===== config.mk =====
export PLATFORM = sky130hd
export DESIGN_NAME = stsum_ctrl
export DESIGN_NICKNAME = d
export VERILOG_FILES = /design/src/sv/stsum_pkg.sv /design/src/sv/stsum_ctrl.sv
export VERILOG_INCLUDE_DIRS = /design/src /design/src/sv
export SDC_FILE = /design/constraint.sdc
export NUM_CORES = 1
export LEC_CHECK = 0
export BUFFER_PORTS_ARGS = -buffer_cell sky130_fd_sc_hd__clkbuf_2
export CORE_MARGIN = 2
export CORE_UTILIZATION = 35
export DETAILED_ROUTE_END_ITERATION = 10
export PLACE_DENSITY = 0.65
export SYNTH_ARGS = -nofsm -noshare
export SYNTH_HDL_FRONTEND = slang
export SYNTH_SLANG_ARGS = --single-unit

===== constraint.sdc =====
create_clock -name aclk -period 1.6 [get_ports aclk]
set_clock_uncertainty 0.1 [all_clocks]
set_input_delay 0.08 -clock aclk [delete_from_list [all_inputs] [get_ports aclk]]
set_output_delay 0.08 -clock aclk [all_outputs]
set_load 0.01 [all_outputs]

===== src/sv/segment_tree_range_sum_core_defines.svh =====
// Assertion macros shared by the segment tree range sum core.
`ifndef SEGMENT_TREE_RANGE_SUM_CORE_DEFINES_SVH
`define SEGMENT_TREE_RANGE_SUM_CORE_DEFINES_SVH

// Checks that the consequent holds in the same cycle as the antecedent.
`define STSUM_CHECK(label, ante, cons, msg) \
    label: assert property (@(posedge aclk) disable iff (!aresetn) (ante) |-> (cons)) \
        else $error(msg);

// Checks that the consequent holds in the cycle after the antecedent.
`define STSUM_CHECK_NEXT(label, ante, cons, msg) \
    label: assert property (@(posedge aclk) disable iff (!aresetn) (ante) |=> (cons)) \
        else $error(msg);

`endif


===== src/sv/stsum_pkg.sv =====
// Types, codes and constants shared by the segment tree range sum core.
package stsum_pkg;

    localparam int unsigned DEF_MAX_LEAVES = 1024;
    localparam int OPCODE_W   = 2;
    localparam int POS_W      = 10;
    localparam int RB_W       = 11;
    localparam int VAL_W      = 32;
    localparam int CFG_W      = 11;

    typedef enum logic [1:0] {
        OP_LOAD   = 2'd0,
        OP_BUILD  = 2'd1,
        OP_MODIFY = 2'd2,
        OP_QUERY  = 2'd3
    } op_t;

    typedef struct packed {
        logic [OPCODE_W-1:0]     opcode;
        logic [POS_W-1:0]        position;
        logic [RB_W-1:0]         right_bound;
        logic signed [VAL_W-1:0] leaf_value;
    } in_item_t;

    typedef struct packed {
        logic signed [VAL_W-1:0] range_sum;
        logic                    error;
    } out_item_t;

    typedef enum logic [3:0] {
        ST_CLEAR,
        ST_IDLE,
        ST_DECODE,
        ST_LEAF_WR,
        ST_MOD_RD,
        ST_MOD_UP,
        ST_BLD_CHK,
        ST_BLD_RDL,
        ST_BLD_RDR,
        ST_BLD_WR,
        ST_QRY_A,
        ST_QRY_B,
        ST_FINISH
    } state_t;

    typedef enum logic [2:0] {
        L_HOLD,
        L_LEAF,
        L_BUILD,
        L_INC,
        L_DEC,
        L_HALF
    } l_op_t;

    typedef enum logic [1:0] {
        R_HOLD,
        R_QRIGHT,
        R_HALF
    } r_op_t;

    typedef enum logic [1:0] {
        MEM_NONE,
        MEM_RD,
        MEM_WR
    } mem_op_t;

    typedef enum logic [2:0] {
        ADDR_L,
        ADDR_SIB,
        ADDR_CHILD_L,
        ADDR_CHILD_R,
        ADDR_PARENT,
        ADDR_R_EVEN
    } addr_sel_t;

    typedef enum logic [1:0] {
        WD_ZERO,
        WD_VAL,
        WD_SUM
    } wd_sel_t;

    typedef enum logic [2:0] {
        ACC_HOLD,
        ACC_ZERO,
        ACC_VAL,
        ACC_RD,
        ACC_ADD_RD,
        ACC_ADD_PEND
    } acc_op_t;

    typedef struct packed {
        logic      item_load;
        l_op_t     l_op;
        r_op_t     r_op;
        mem_op_t   mem_op;
        addr_sel_t addr_sel;
        wd_sel_t   wd_sel;
        acc_op_t   acc_op;
        logic      res_load;
        logic      res_sum;
    } dp_cmd_t;

    typedef struct packed {
        op_t  op;
        logic item_err;
        logic l_gt1;
        logic l_gt3;
        logic l_zero;
        logic l_eq1;
        logic l_lt_r;
        logic l_odd;
        logic r_odd;
        logic clr_last;
        logic out_free;
    } dp_status_t;

endpackage


===== src/sv/stsum_ctrl.sv =====
// Controller state machine that sequences the node store accesses for each operation.
`include "segment_tree_range_sum_core_defines.svh"

module stsum_ctrl
    import stsum_pkg::*;
(
    input  logic       aclk,
    input  logic       aresetn,
    input  logic       s_valid,
    output logic       s_ready,
    input  dp_status_t status,
    output dp_cmd_t    cmd
);

    state_t state_reg;
    state_t state_next;

    always_ff @(posedge aclk) begin
        if (!aresetn) begin
            state_reg <= ST_CLEAR;
        end else begin
            state_reg <= state_next;
        end
    end

    always_comb begin
        state_next = state_reg;
        unique case (state_reg)
            ST_CLEAR: begin
                if (status.clr_last) begin
                    state_next = ST_IDLE;
                end
            end
            ST_IDLE: begin
                if (s_valid) begin
                    state_next = ST_DECODE;
                end
            end
            ST_DECODE: begin
                unique case (status.op) inside
                    OP_LOAD, OP_MODIFY: begin
                        state_next = status.item_err ? ST_FINISH : ST_LEAF_WR;
                    end
                    OP_BUILD: begin
                        state_next = ST_BLD_CHK;
                    end
                    OP_QUERY: begin
                        state_next = status.item_err ? ST_FINISH : ST_QRY_A;
                    end
                    default: begin
                        state_next = ST_FINISH;
                    end
                endcase
            end
            ST_LEAF_WR: begin
                if (status.op == OP_MODIFY && status.l_gt1) begin
                    state_next = ST_MOD_RD;
                end else begin
                    state_next = ST_FINISH;
                end
            end
            ST_MOD_RD: begin
                state_next = ST_MOD_UP;
            end
            ST_MOD_UP: begin
                // The pointer halves in this cycle, so test the level above.
                state_next = status.l_gt3 ? ST_MOD_RD : ST_FINISH;
            end
            ST_BLD_CHK: begin
                state_next = status.l_zero ? ST_FINISH : ST_BLD_RDL;
            end
            ST_BLD_RDL: begin
                state_next = ST_BLD_RDR;
            end
            ST_BLD_RDR: begin
                state_next = ST_BLD_WR;
            end
            ST_BLD_WR: begin
                state_next = status.l_eq1 ? ST_FINISH : ST_BLD_RDL;
            end
            ST_QRY_A: begin
                state_next = status.l_lt_r ? ST_QRY_B : ST_FINISH;
            end
            ST_QRY_B: begin
                state_next = ST_QRY_A;
            end
            ST_FINISH: begin
                if (status.out_free) begin
                    state_next = ST_IDLE;
                end
            end
            default: begin
                state_next = ST_IDLE;
            end
        endcase
    end

    always_comb begin
        s_ready       = 1'b0;
        cmd.item_load = 1'b0;
        cmd.l_op      = L_HOLD;
        cmd.r_op      = R_HOLD;
        cmd.mem_op    = MEM_NONE;
        cmd.addr_sel  = ADDR_L;
        cmd.wd_sel    = WD_ZERO;
        cmd.acc_op    = ACC_HOLD;
        cmd.res_load  = 1'b0;
        cmd.res_sum   = 1'b0;
        unique case (state_reg)
            ST_CLEAR: begin
                cmd.mem_op = MEM_WR;
                cmd.wd_sel = WD_ZERO;
                cmd.l_op   = L_INC;
            end
            ST_IDLE: begin
                s_ready       = 1'b1;
                cmd.item_load = s_valid;
            end
            ST_DECODE: begin
                cmd.acc_op = ACC_ZERO;
                unique case (status.op) inside
                    OP_LOAD, OP_MODIFY: begin
                        cmd.l_op = L_LEAF;
                    end
                    OP_BUILD: begin
                        cmd.l_op = L_BUILD;
                    end
                    OP_QUERY: begin
                        cmd.l_op = L_LEAF;
                        cmd.r_op = R_QRIGHT;
                    end
                    default: begin
                        cmd.l_op = L_HOLD;
                    end
                endcase
            end
            ST_LEAF_WR: begin
                cmd.mem_op = MEM_WR;
                cmd.wd_sel = WD_VAL;
                cmd.acc_op = ACC_VAL;
            end
            ST_MOD_RD: begin
                cmd.mem_op   = MEM_RD;
                cmd.addr_sel = ADDR_SIB;
            end
            ST_MOD_UP: begin
                cmd.mem_op   = MEM_WR;
                cmd.addr_sel = ADDR_PARENT;
                cmd.wd_sel   = WD_SUM;
                cmd.acc_op   = ACC_ADD_RD;
                cmd.l_op     = L_HALF;
            end
            ST_BLD_CHK: begin
                cmd.l_op = L_HOLD;
            end
            ST_BLD_RDL: begin
                cmd.mem_op   = MEM_RD;
                cmd.addr_sel = ADDR_CHILD_L;
            end
            ST_BLD_RDR: begin
                cmd.mem_op   = MEM_RD;
                cmd.addr_sel = ADDR_CHILD_R;
                cmd.acc_op   = ACC_RD;
            end
            ST_BLD_WR: begin
                cmd.mem_op   = MEM_WR;
                cmd.addr_sel = ADDR_L;
                cmd.wd_sel   = WD_SUM;
                cmd.l_op     = L_DEC;
            end
            ST_QRY_A: begin
                // Fold in the right-edge word read in the previous level, if any.
                cmd.acc_op = ACC_ADD_PEND;
                if (status.l_lt_r && status.l_odd) begin
                    cmd.mem_op   = MEM_RD;
                    cmd.addr_sel = ADDR_L;
                    cmd.l_op     = L_INC;
                end
            end
            ST_QRY_B: begin
                cmd.acc_op = ACC_ADD_PEND;
                cmd.l_op   = L_HALF;
                cmd.r_op   = R_HALF;
                if (status.r_odd) begin
                    cmd.mem_op   = MEM_RD;
                    cmd.addr_sel = ADDR_R_EVEN;
                end
            end
            ST_FINISH: begin
                cmd.res_load = status.out_free;
                cmd.res_sum  = (status.op == OP_QUERY) && !status.item_err;
            end
            default: begin
                cmd.res_load = 1'b0;
            end
        endcase
    end

    `STSUM_CHECK(a_no_write_in_query, (state_reg == ST_QRY_A || state_reg == ST_QRY_B), cmd.mem_op != MEM_WR, "node store written during a query")
    `STSUM_CHECK_NEXT(a_finish_to_idle, (state_reg == ST_FINISH && status.out_free), state_reg == ST_IDLE, "result delivered but controller did not return to idle")

endmodule


### Word level (Yosys, flattened, before mapping)

Index checks and enable logic that the tools add are counted.

* register bits after elaboration: 4
* bits of input ports: 15
* output and inout bits: 19
* logic and storage cells: 60

* eq/ne operators: 18
* mux-type cells: 27
* reductions and logical operators: 14

Operators with widths (number)
* $pmux W4 S13: 1
* $mux W4: 10
* $pmux W3 S5: 2
* $eq A4 B4 Y1 const B: 5
* $pmux W3 S6: 1
* $eq A4 B3 Y1 const B: 4
* $pmux W2 S2: 3
* $pmux W4 S3: 1
* $eq A4 B2 Y1 const B: 2
* $pmux W2 S4: 1
* $reduce_or A2 Y1: 4
* $mux W3: 2
* $ne A2 B2 Y1 const B: 3
* $reduce_or A3 Y1: 2
* $mux W1: 5
* $eq A2 B2 Y1 const B: 2
* $eq A4 B1 Y1 const B: 1
* $logic_not A4 Y1: 1
* $reduce_or A4 Y1: 1
* $logic_and A1 B1 Y1: 3
* $reduce_and A3 Y1: 1
* $eq A2 B1 Y1 const B: 1
* $logic_not A2 Y1: 1
* $mux W2: 1
* $logic_not A1 Y1: 1

### Logic depth before layout (Yosys ltp)

Gate-level depths: netlist of the first run.

* depth in word-level cells: 4
* depth in mapped cells: 6
* depth with buffers taken out: 4

### Worst setup path before layout of the first run

No wires, ideal clock.

* kind: reg-to-output
* start point: register state_reg[0]
* end point: output cmd[0] (netlist name)
* arrival time: 1.125 ns
* required time: 1.420 ns
* setup slack: 0.295 ns
* cell stages (with the launch flop): 4
* path buffers: 1
* path through: dfxtp_1 or2_1 buf_2 nor4_1

RTL lines
* start: declaration: line stsum_ctrl.sv:15 `state_t state_reg;`
* start signal: assignment: line stsum_ctrl.sv:22 `state_reg <= state_next;`
* end: declaration: line stsum_ctrl.sv:12 `output dp_cmd_t cmd`

==> impl_metrics.ini, run 1 <==
[synthesis]
synth_largest_area_cell = dfxtp_1
synth_edf_count = 0
synth-main-ff-cell = dfxtp_1
yosys_warnings = 0
synth_top_area_share_pct = 11.5
synthCells = 104
synthMuxAreaShare_pct = 0
synth_xor_area_share_pct = 0
synth_compound_area_share_pct = 34.4
ys_seq_area_share_pct = 11.5
syn_nets = 119
synth_fa_ha_area_share_pct = 0
synth_top_family_by_area = simple AND/OR/NAND/NOR gates
async_reset_ff_share_pct = 0
netlist_area_um2 = 698
avgSynthCellArea_um2 = 6.71
ys_seq_elements = 4
synth_cell_types = 38
synthTopCellsByArea = dfxtp_1 11%, nand2_1 7.5%, a21oi_1 5.7%
yosys.area_share.simple_pct = 41.8

[power]
pwr-share-comb_pct = 56.8
internal_power_mw = 0.346
p_seq_share_pct = 20.5
power_density_nw_per_um2 = 595
switching_power_mw = 0.249
clock_power_share_pct = 22.7
ir_worst_vdd_uv = 422
leakagePower_nw = 0.479
swShare_pct = 41.8

[cts]
cts_max_level = 1
cts_made_buffers = 3
cts_tree = yes
clk_path_buf_depth = 2
cts-root-buf = clkbuf_4
cts_sinks = 4
clk_pin_slew_ns = 0.04
insertion_delay_ns = 0.25

[grt]
grt_pass1_vias = 797
grt_usage_pct = 18.3
grt_overflow = 0
antenna_found_initial = 0
grt_pass1_wl_um = 3480
grt_max_degree = 14

[status]
status = finished clean

[place]
place_ws_ns = 0.140
port-buffer-count = 33
dp_hpwl_um = 1670
dp_cells = 164
gp_congestion = 0.899

[final_layout]
largest_reg_flops = 4
fin_util_pct = 52.0
fin_nets = 162
num_antenna_cells = 0
area_growth_pct = 43.0
final_cells = 172
layout-drive-gt1-share_pct = 46.9

[drt]
via_count = 918
wl_um = 2200
final_antenna_net_count = 0
wire_per_inst_um = 12.8
vias_per_cell = 5.34
drc = 0
drtIter0Drc = 36
firstDrtPassIters = 4

[worst_setup_path]
cp_top_family = compound AO/OA/AOI/OAI gates
r2r-start = state_reg[0]
r2r_cells = 5
slowest_stage = dfxtp_1
cp-start-kind = register
crit_required_ns = 1.42
endpoint_kind = primary output
path_depth = 6
crit_fanout = 6
cp-endpoint = cmd[11]
r2r_slack_ns = 0.19
cp_cell_sequence = buf_4, nand2_4, a21oi_2, a21oi_1, o22ai_1, clkbuf_2
critPathArrivalTime_ns = 1.41
crit_start = state_reg[1]
crit_path_max_incr_delay_ns = 0.36
criticalPathCategory = reg -> out
reg2reg_to = state_reg[0]
critPathBufInv = 2

[flow_run]
cap_violations = 0

[timing]
max_freq_mhz = 629
finalHoldViolCount = 0
worst_pin_slew_ns = 0.294
setup_slack_ns = 0.0113
fin_crit_ns = 1.59
post-route-period-util_pct = 99.3
slew_headroom_pct = 80.2
setup_violations = 0
drv_slew = 0

[floorplan]
die_w_um = 48.7
row_count = 16
io_pins = 34
die_area_um2 = 2370
fp.coreArea_um2 = 1920
die_h_um = 48.7
start_util_pct = 36.3

[hold_path]
timing.hold.worst.class = in -> reg
cells in the final DEF (no fill, tap or decap), drive strengths merged:
cell,count
a211oi,1
a21o,1
a21oi,10
a221o,1
a31oi,1
a41oi,2
and2,2
and3,1
buf,13
clkbuf,36
dfxtp,4
dlygate4sd3,1
inv,4
nand2,15
nand2b,8
nand3,2
nand4,1
nand4b,1
nor2,10
nor2b,2
nor3,5
nor4,1
o21a,1
o21ai,10
o221ai,1
o22ai,5
o31ai,2
o32ai,1
or2,3
metrics by stage:
step / cell area (um^2) / hold slack, ns / total power, mW / setup TNS (ns)
2_1_floorplan: 698 / 0.0926 / 0.329 / 0
3_3_place_gp: 893 / 0.217 / 0.425 / 0
3_5_place_dp: 893 / 0.221 / 0.428 / 0
4_1_cts: 948 / 0.124 / 0.572 / 0
5_1_grt: 998 / 0.158 / 0.626 / -0.00172
6_report: 998 / 0.117 / 0.595 / 0
cells in the mapped netlist, types with 2 or more instances:
cell,number
o22ai_1,5
nor3_1,3
inv_1,3
o21ai_1,3
buf_6,3
nand2b_4,2
nand3_1,2
a21oi_2,2
a21oi_1,8
o21ai_0,7
nor2_1,10
buf_2,3
dfxtp_1,4
o31ai_1,2
and2_1,2
nand2_1,14
nand2b_1,6
buf_4,3
or2_1,3
power groups by stage:
stage / Clock, mW / Sequential (mW) / Combinational [mW]
2_1_floorplan: 0 / 0.114 / 0.215
3_3_place_gp: 0 / 0.122 / 0.303
3_5_place_dp: 0 / 0.123 / 0.305
4_1_cts: 0.133 / 0.124 / 0.316
5_1_grt: 0.137 / 0.123 / 0.366
6_report: 0.135 / 0.122 / 0.337
tightest hold or removal path, delay by kind of cell:
family	cells	cell delay, ns
buffers and inverters	1	0.08
and+or+nand+nor	2	0.15
AOI/OAI and AO/OA	1	0.11
routing by layer:
| layer | track usage [%] | vias to the layer above | share of wire (%) |
|---|---|---|---|
| li1 | - | 453 | - |
| met1 | 23.5 | 407 | 44 |
| met2 | 30.4 | 50 | 45 |
| met3 | 2.47 | 8 | 7.4 |
| met4 | 7.62 | 0 | 2.7 |
| met5 | 0 | - | 0 |
cell families (layout without fill, tap and decap cells):
logic type	count (synthesis)	in the layout
buffers and inverters	13	54
and+or+nand+nor	51	51
AOI/OAI and AO/OA	36	36
DFF	4	4
timing repair:
item	in CTS	in global routing
setup endpoints to repair	9	7
hold endpoints to repair	1	0
pin swaps	2	1
buffers inserted	0	4
hold buffers	1	0
resized for setup	7	8
cell type report:
type                       count  area, um^2
clock buffer                   3        22.5
tap                           27        33.8
timing repair buffer          47         274
multi-input combinational     87         564
fill                         218         923
inverter                       4        15.0
sequential                     4        88.8
worst min-delay path by stage:
stage	start	to	slack, ns	cells past startpoint
6_report	status[7]	state_reg[3]	0.12	4
5_1_grt	status[7]	state_reg[3]	0.16	4
4_1_cts	status[7]	state_reg[3]	0.12	4
3_5_place_dp	aresetn	state_reg[3]	0.22	3
3_3_place_gp	aresetn	state_reg[3]	0.22	3
2_1_floorplan	aresetn	state_reg[3]	0.09	2
(Power assumes the default switching activity.)
==> run 2, diff against run 1 <==
- PLACE_DENSITY: 0.65 -> default
==> impl_metrics.ini, run 2 (synthesis gave the netlist of run 1 again) <==
[status]
status = finished clean

[grt]
grt_pass1_vias = 866
grt_overflow = 0
antenna_found_initial = 0
grt_max_degree = 14
grt_pass1_wl_um = 3590
grt_usage_pct = 18.9

[timing]
max_freq_mhz = 645
setup_violations = 0
finalHoldViolCount = 0
fin_crit_ns = 1.55
fin_tns_setup_ns = 0
post-route-period-util_pct = 96.9
slew_headroom_pct = 75.0
drv_slew = 0
finalHoldWorstSlack_ns = 0.0992
rsz0062_at_grt = no
worst_pin_slew_ns = 0.372

[worst_setup_path]
crit_required_ns = 1.42
criticalPathCategory = reg -> out
critPathArrivalTime_ns = 1.37
endpoint_kind = primary output
critPathBufInv = 1
slowest_stage = dfxtp_4
cp_top_family = flip-flops
crit_fanout = 9
crit_path_max_incr_delay_ns = 0.37
cp-start-kind = register
cp_cell_sequence = or2_4, a21oi_2, a21oi_1, o22ai_1, buf_2

[power]
p_total_mw = 0.565
power_density_nw_per_um2 = 597
leakagePower_nw = 0.448
ir_worst_vdd_uv = 321

[final_layout]
fin_nets = 156
fill_cells = 222
layout-drive-gt1-share_pct = 43.9
final_common_cell = clkbuf_2
area_growth_pct = 35.7
num_antenna_cells = 0
largest_reg_flops = 4
layout_common_cells = 32 x clkbuf_2, 14 x nand2_1, 10 x nor2_1
final_cells = 166
fin_util_pct = 49.3

[place]
dp_hpwl_um = 1660
port-buffer-count = 33
dp_cells = 162
gp_congestion = 0.872

[hold_path]
timing.hold.worst.class = in -> reg

[cts]
postCtsSetupRepairBufs = 0
insertion_delay_ns = 0.24
cts-root-buf = clkbuf_4
cts_sinks = 4
cts_tree = yes
clk_pin_slew_ns = 0.04
cts_made_buffers = 3
clk_path_buf_depth = 2
cts_max_level = 1

[floorplan]
die_h_um = 48.7
start_util_pct = 36.3
row_count = 16
fp.coreArea_um2 = 1920
die_w_um = 48.7
io_pins = 34
die_area_um2 = 2370

[drt]
drc = 0
wl_um = 2160
final_antenna_net_count = 0
wire_per_inst_um = 13.0
via_count = 894
drtIter0Drc = 14
vias_per_cell = 5.39
firstDrtPassIters = 4

[flow_run]
cap_violations = 0
[run 2: worst min-delay path: cells and delay by family]
family                 cells  cell delay (ns)
buffers and inverters      1             0.09
AO/OA/AOI/OAI              2             0.22
[run 2: routing by layer]
| layer | global-route usage, % | share of wire [%] | vias up |
|---|---|---|---|
| met2 | 32.4 | 48 | 27 |
| li1 | - | - | 449 |
| met5 | 0 | 0 | - |
| met1 | 22.5 | 46 | 416 |
| met3 | 4.01 | 4.5 | 2 |
| met4 | 8.10 | 1.0 | 0 |
[run 2: repair_timing]
item                       CTS  global route
pin swaps                    0             3
resized for setup            6             9
setup endpoints to repair    8             8
hold buffers                 1             0
hold endpoints to repair     1             0
[run 2: area by class of cell]
type                       count  area (um^2)  share of cell area (%)
clock buffer                   3         22.5                    2.38
inverter                       4         15.0                    1.59
multi-input combinational     87          546                    57.6
sequential                     4         95.1                    10.0
tap                           27         33.8                    3.57
timing repair buffer          41          235                    24.8
[run 2: worst paths after layout]
path	start	end	slack [ns]	cells past startpoint
max reg2reg	state_reg[1]	state_reg[1]	0.24	5
min reg2reg	state_reg[2]	state_reg[3]	0.57	3
min	status[5]	state_reg[3]	0.1	3
max	state_reg[0]	cmd[11]	0.05	5
[run 2: per-stage QoR]
step                setup slack (ns)  instance area [um^2]
finish                        0.0496                   947
global route                 0.00727                   947
CTS                          0.00503                   927
detailed placement             0.125                   878
global placement               0.155                   878
floorplan                      0.295                   698
[run 2: where the power goes]
part | total [mW] | internal [mW] | leakage, nW | switching [mW]
clock | 0.128 | 0.0841 | 0.0138 | 0.0438
sequential | 0.128 | 0.108 | 0.0355 | 0.0197
combinational | 0.310 | 0.136 | 0.399 | 0.174
